`src/rtl/lpd_pkg.sv`:
```
package lpd_pkg;

	localparam int unsigned MAX_MESSAGE_DEF = 65536;
	localparam int unsigned MIN_LENGTH      = 2;
	localparam int unsigned MAX_LEN_W       = 17;
	localparam int unsigned BYTE_W          = 8;
	localparam int unsigned LEN_W           = 32;
	localparam int unsigned APB_AW          = 3;

	localparam logic [1:0] LAST_PREFIX_BYTE = 2'd3;

	localparam logic REG_LENGTH_BIG_ENDIAN = 1'b0;
	localparam logic REG_MAX_LENGTH        = 1'b1;

	localparam logic [MAX_LEN_W-1:0] MAX_LENGTH_RST = 17'h10000;

endpackage

```
`src/rtl/length_prefixed_deframer.sv`:
```
// Splits a byte stream framed as a 32-bit length prefix followed by that many payload
// bytes. Each prefix byte is absorbed without output; payload bytes leave on the master
// side one per transfer, with tlast on the final byte. A prefix whose length is below two
// or above min(max_length, MAX_MESSAGE) yields one transfer with tuser set and zero data,
// and the next byte starts a new prefix. One byte is taken per clock cycle while m_tready
// is high; a result held by a low m_tready stalls s_tready until it is taken, so throughput
// is one byte per cycle, and m_tdata is registered from s_tdata. length_big_endian is
// sampled on the fourth prefix byte; register writes affect prefixes completed after them.
module length_prefixed_deframer
	import lpd_pkg::*;
#(
	parameter int unsigned MAX_MESSAGE = MAX_MESSAGE_DEF
) (
	input  logic              clk,
	input  logic              arst_n,
	input  logic              psel,
	input  logic              penable,
	input  logic              pwrite,
	input  logic [APB_AW-1:0] paddr,
	input  logic [31:0]       pwdata,
	output logic [31:0]       prdata,
	output logic              pready,
	input  logic              s_tvalid,
	output logic              s_tready,
	input  logic [7:0]        s_tdata,  // [7:0] data_byte
	output logic              m_tvalid,
	input  logic              m_tready,
	output logic [7:0]        m_tdata,  // [7:0] payload_byte
	output logic              m_tlast,
	output logic              m_tuser   // [0] length_error
);

	localparam int unsigned RW = $clog2(MAX_MESSAGE + 1);
	localparam logic [LEN_W-1:0] MAX_MSG_L = LEN_W'(MAX_MESSAGE);
	localparam logic [LEN_W-1:0] MIN_LEN_L = LEN_W'(MIN_LENGTH);

	logic                 big_endian_q;
	logic [MAX_LEN_W-1:0] max_length_q;
	logic                 in_payload_q;
	logic [1:0]           prefix_cnt_q;
	logic [23:0]          acc_q;
	logic [RW-1:0]        rem_q;
	logic                 out_valid_q;
	logic [BYTE_W-1:0]    out_data_q;
	logic                 out_last_q;
	logic                 out_err_q;

	logic                 cfg_wr;
	logic                 reg_idx;
	logic                 s_xfer;
	logic [LEN_W-1:0]     raw_len;
	logic [LEN_W-1:0]     len;
	logic [LEN_W-1:0]     max_ext;
	logic [LEN_W-1:0]     limit;
	logic                 prefix_done;
	logic                 len_bad;
	logic [RW-1:0]        rem_dec;
	logic                 emit;

	assign pready  = 1'b1;
	assign reg_idx = paddr[2];
	assign cfg_wr  = psel & penable & pwrite & pready;

	always_comb begin
		case (reg_idx)
			REG_LENGTH_BIG_ENDIAN: prdata = {31'b0, big_endian_q};
			REG_MAX_LENGTH:        prdata = {{(32 - MAX_LEN_W){1'b0}}, max_length_q};
			default:               prdata = '0;
		endcase
	end

	always_ff @(posedge clk or negedge arst_n) begin
		if (!arst_n) begin
			big_endian_q <= 1'b1;
			max_length_q <= MAX_LENGTH_RST;
		end else if (cfg_wr) begin
			case (reg_idx)
				REG_LENGTH_BIG_ENDIAN: big_endian_q <= pwdata[0];
				REG_MAX_LENGTH:        max_length_q <= pwdata[MAX_LEN_W-1:0];
				default: ;
			endcase
		end
	end

	assign s_tready = ~out_valid_q | m_tready;
	assign s_xfer   = s_tvalid & s_tready;

	assign raw_len = {acc_q, s_tdata};
	assign len     = big_endian_q ? raw_len
	                              : {raw_len[7:0], raw_len[15:8], raw_len[23:16], raw_len[31:24]};
	assign max_ext = LEN_W'(max_length_q);
	assign limit   = (max_ext < MAX_MSG_L) ? max_ext : MAX_MSG_L;
	assign len_bad = (len < MIN_LEN_L) | (len > limit);

	assign prefix_done = ~in_payload_q & (prefix_cnt_q == LAST_PREFIX_BYTE);
	assign rem_dec     = rem_q - RW'(1);
	assign emit        = in_payload_q | (prefix_done & len_bad);

	always_ff @(posedge clk or negedge arst_n) begin
		if (!arst_n) begin
			in_payload_q <= 1'b0;
			prefix_cnt_q <= '0;
			acc_q        <= '0;
			rem_q        <= '0;
		end else if (s_xfer) begin
			if (in_payload_q) begin
				rem_q <= rem_dec;
				if (rem_dec == '0) begin
					in_payload_q <= 1'b0;
				end
			end else begin
				acc_q        <= {acc_q[15:0], s_tdata};
				prefix_cnt_q <= prefix_cnt_q + 2'd1;
				if (prefix_done && !len_bad) begin
					rem_q        <= len[RW-1:0];
					in_payload_q <= 1'b1;
				end
			end
		end
	end

	always_ff @(posedge clk or negedge arst_n) begin
		if (!arst_n) begin
			out_valid_q <= 1'b0;
		end else if (s_tready) begin
			out_valid_q <= s_xfer & emit;
		end
	end

	always_ff @(posedge clk) begin
		if (s_xfer && emit) begin
			out_data_q <= in_payload_q ? s_tdata : '0;
			out_last_q <= in_payload_q & (rem_dec == '0);
			out_err_q  <= ~in_payload_q;
		end
	end

	assign m_tvalid = out_valid_q;
	assign m_tdata  = out_data_q;
	assign m_tlast  = out_last_q;
	assign m_tuser  = out_err_q;

	a_err_clean: assert property (@(posedge clk) disable iff (!arst_n)
		m_tvalid && m_tuser |-> m_tdata == '0 && !m_tlast)
		else $error("error transfer carries data or tlast");

	a_rem_nonzero: assert property (@(posedge clk) disable iff (!arst_n)
		in_payload_q |-> rem_q != '0)
		else $error("payload phase with no bytes remaining");

	a_rem_idle: assert property (@(posedge clk) disable iff (!arst_n)
		!in_payload_q |-> rem_q == '0)
		else $error("byte count left over in length phase");

	a_last_ends: assert property (@(posedge clk) disable iff (!arst_n)
		s_xfer && in_payload_q && rem_q == RW'(1) |=> !in_payload_q && m_tvalid && m_tlast)
		else $error("final payload byte did not end the frame");

endmodule

```
`config.mk`:
```
export PLATFORM = sky130hd
export DESIGN_NAME = length_prefixed_deframer
export DESIGN_NICKNAME = d
export VERILOG_FILES = /design/src/rtl/lpd_pkg.sv /design/src/rtl/length_prefixed_deframer.sv
export SDC_FILE = /design/constraint.sdc
export NUM_CORES = 1
export LEC_CHECK = 0
export ABC_AREA = 1
export BUFFER_PORTS_ARGS = -buffer_cell sky130_fd_sc_hd__clkbuf_2
export CORE_MARGIN = 2
export CORE_UTILIZATION = 56
export CTS_BUF_LIST = sky130_fd_sc_hd__clkbuf_4 sky130_fd_sc_hd__clkbuf_8 sky130_fd_sc_hd__clkbuf_16
export DETAILED_ROUTE_END_ITERATION = 10
export MAX_ROUTING_LAYER = met4
export PLACE_DENSITY = 0.79
export SYNTH_ARGS = -nofsm -noshare
export SYNTH_HDL_FRONTEND = slang
export SYNTH_SLANG_ARGS = --single-unit
```
`constraint.sdc`:
```
create_clock -name clk -period 3.26 [get_ports clk]
set_clock_uncertainty 0.05 [all_clocks]
set_input_delay 0.163 -clock clk [delete_from_list [all_inputs] [get_ports clk]]
set_output_delay 0.163 -clock clk [all_outputs]
set_load 0.01 [all_outputs]
```
==> summary.txt <==
Route
  – First DRT Iteration DRCs: 292
  – DRC violations left: 0
  – WL/cell: 13.5 um
  – Number of iterations in the first detailed-routing pass: 5
  – DR vias: 4368
  – ANT nets after route: 0
  – Vias per inst: 5.13
  – WL final: about 12 mm

Global routing
  – Vias in the first global route: 4212
  – Largest net degree at the start of global routing: 51
  – First-pass GRT wire length: 19.5 mm
  – GRT Util Overall: 25.7%
  – Gr ovfl total: 0
  – Initial antenna violation count: 0

Worst hold path
  – Hold WC Path Type: in2reg
  – Hold Startpoint: pwdata[3]

Pwr
  – Maximum VDD drop: between 300 and 400 uV
  – Flop pwr share: 33.7%
  – Net Sw Frac: between 40% and 50%
  – Internal: 0.00218 W
  – Gate power share: 47.7%
  – Pwr Density: 702 nW/um2
  – Static leakage: 3.07 nW
  – Clock power share: 18.5%
  – Switching power: 0.00173 W

Job
  – Max_cap viols: 0

Synthesis
  – Avg Cell Area, Syn: approximately 7.4 um2
  – Synth unique cells: 41
  – Post-synthesis sequential area ratio: 38.2%
  – Post-synth EDFFs: 10
  – Share of the synthesized area in the top cell type: 31.1%
  – Ys Warns: 0
  – #FFs+latches synth: 73
  – Synth Flop Type: dfrtp_1
  – Synthesized cell area: 4910 um2
  – Synth area leaders: dfrtp_1, nand2_1, inv_1, edfxtp_1, ha_1
  – FFs w/ async S/R, synth: 86.3%
  – Syn Inst Count: 661
  – Post-synth top area cell: dfrtp_1

Clock tree
  – CTS tree: yes
  – Clk_lat worst skew: 0.35 ns
  – Clock slew at reported path FFs: about 0.08 ns
  – Root Buffer: clkbuf_8
  – H-tree levels: 3
  – Inserted Clock Buffers: 9
  – Clk buf depth: 2
  – Clk sink count: 73

Critical path
  – WP data arrival: between 3 and 4 ns
  – Crit Path Max Fanout: 16
  – Setup CP Type: reg2reg
  – Critical path origin: big_endian_q
  – WP data required: approximately 3.3 ns
  – CP startpoint kind: flip-flop
  – R2r setup slk: 0.22 ns
  – Critical Path End Type: flip-flop
  – Worst r2r src: big_endian_q

STA
  – Least-Margin Pin Slew: between 0.8 and 0.9 ns
  – Final hold slack: 0.0264 ns
  – RSZ-0062 raised after global routing: false
  – Normalized max-slew margin: 45.7%
  – Final setup vio count: 0
  – Setup total negative slack: 0 ns
  – Fin crit period: 3.04 ns
  – Crit share post-route: 93.2%
  – Final Hold Vio Count: 0
  – Fin. max-slew vios: 0
  – Achievable frequency: 0.329 GHz
  – Min setup slack post-route: 0.222 ns

Finish
  – Post-route insts no fill: 852
  – ANT cells: 0
  – Most frequent cells in the layout: nand2_1, inv_1, dfrtp_1, clkbuf_2, nor2_1
  – Share of cells above drive strength 1: 19.2%
  – Layout area overhead: 13.4%
  – Final nets: a little over 800
  – Commonest non-fill, non-tap cell in the layout: nand2_1
  – Final Core Density: 64.9%

Floorplan
  – Die height: 97.7 um
  – Initial Util: 57.2%
  – Core area: 8590 um2
  – Ports: between 90 and 100
  – Die area: 9540 um2
  – Die width: 97.7 um
  – Rows: 34

Placement
  – Port-buffer cells: 61
  – Placed Cells: 819
  – Dpl hpwl: 8.64 mm
  – Post-place setup slack: between 0.15 and 0.2 ns
  – Routability cong.: between 0.9 and 1

Outcome
  – Status: finished clean
## critical path, cell delays in order, from the launching register on
cell     delay, ns
dfstp_2       0.73
nand2_2       0.07
o21ai_0       0.19
inv_2         0.10
ha_1          0.33
nand2_1       0.06
nor2_1        0.19
o21ai_0       0.15
nand3_1       0.10
nand2_1       0.05
nand2_1       0.08
nand2_1       0.05
nand2_1       0.05
o21ai_0       0.10
nand2_1       0.12
nand2_1       0.09
nand2_2       0.21
## state kept, by name (all words and copies together) (netlist names), 2 cells and up
register	cells
acc_q	24
max_length_q	17
rem_q	17
m_tdata	8
prefix_cnt_q	2
## power groups by stage
stage | combinational [W] | clock, W | sequential, W
2_1_floorplan | 0.00140 | 0 | 0.00129
6_report | 0.00187 | 0.000725 | 0.00132
3_3_place_gp | 0.00176 | 0 | 0.00133
4_1_cts | 0.00185 | 0.000737 | 0.00132
5_1_grt | 0.00213 | 0.000772 | 0.00135
3_5_place_dp | 0.00182 | 0 | 0.00134
## what timing repair did
item | CTS | global route
resized for setup | 0 | 1
hold buffers | 17 | 0
hold endpoints to repair | 45 | 0
setup buffers | 0 | 0
setup endpoints to repair | 0 | 10
## cell usage after synthesis, types with 4 or more instances
library cell and count:
o21ai_1 13, clkbuf_1 10, nand4_1 17, edfxtp_1 10
inv_1 97, nand2_2 24, xor2_1 5, nor3_1 4
nor2_1 57, dfrtp_1 61, a21oi_1 11, buf_4 19
mux2_2 16, nand2_1 179, nand3_1 39, o21ai_0 47
ha_1 20
## per-stage QoR
step / instance area, um2 / total power (W)
after floorplan: 4970 / 0.00270
after global placement: 5200 / 0.00308
after detailed placement: 5200 / 0.00315
after CTS: 5570 / 0.00391
after global routing: 5570 / 0.00426
final: 5570 / 0.00391
## worst paths after layout
kind | end | cells after the start
min reg2reg | prefix_cnt_q[0] | 1
min | max_length_q[3] | 2
max reg2reg | m_tlast | 16
max | m_tlast | 16
min in group asynchronous | rem_q[10] | 2
max in group asynchronous | acc_q[17] | 3
## per-layer routing
layer	share of wire (%)	vias up	global-route usage [%]	wire, um
li1	-	2210	-	-
met1	44	1999	32.7	5090
met2	49	137	41.9	5640
met3	4.8	22	3.67	552
met4	2.3	0	9.62	267
met5	0	-	-	0
## kinds of logic (layout without fill, tap and decap cells)
family,count (synthesis),in the layout,synth area share [%]
AND/OR/NAND/NOR,329,329,29.6
XOR/XNOR,7,7,1.25
other,2,16,0.153
flip-flops,73,73,38.2
multiplexers,16,16,3.67
buffers and inverters,138,207,13.7
AO/OA/AOI/OAI,76,76,8.23
adder cells (fa/ha/maj),20,20,5.09
## layout make-up
type	count	area [um2]
clock buffers	10	131
clock inverters	6	65.1
fillers	746	3020
inverters	100	375
multi-input cells	464	2410
flip-flops and latches	73	1880
well taps	108	135
repair buffers	91	573
No activity file was read; power rests on OpenSTA's default activity.
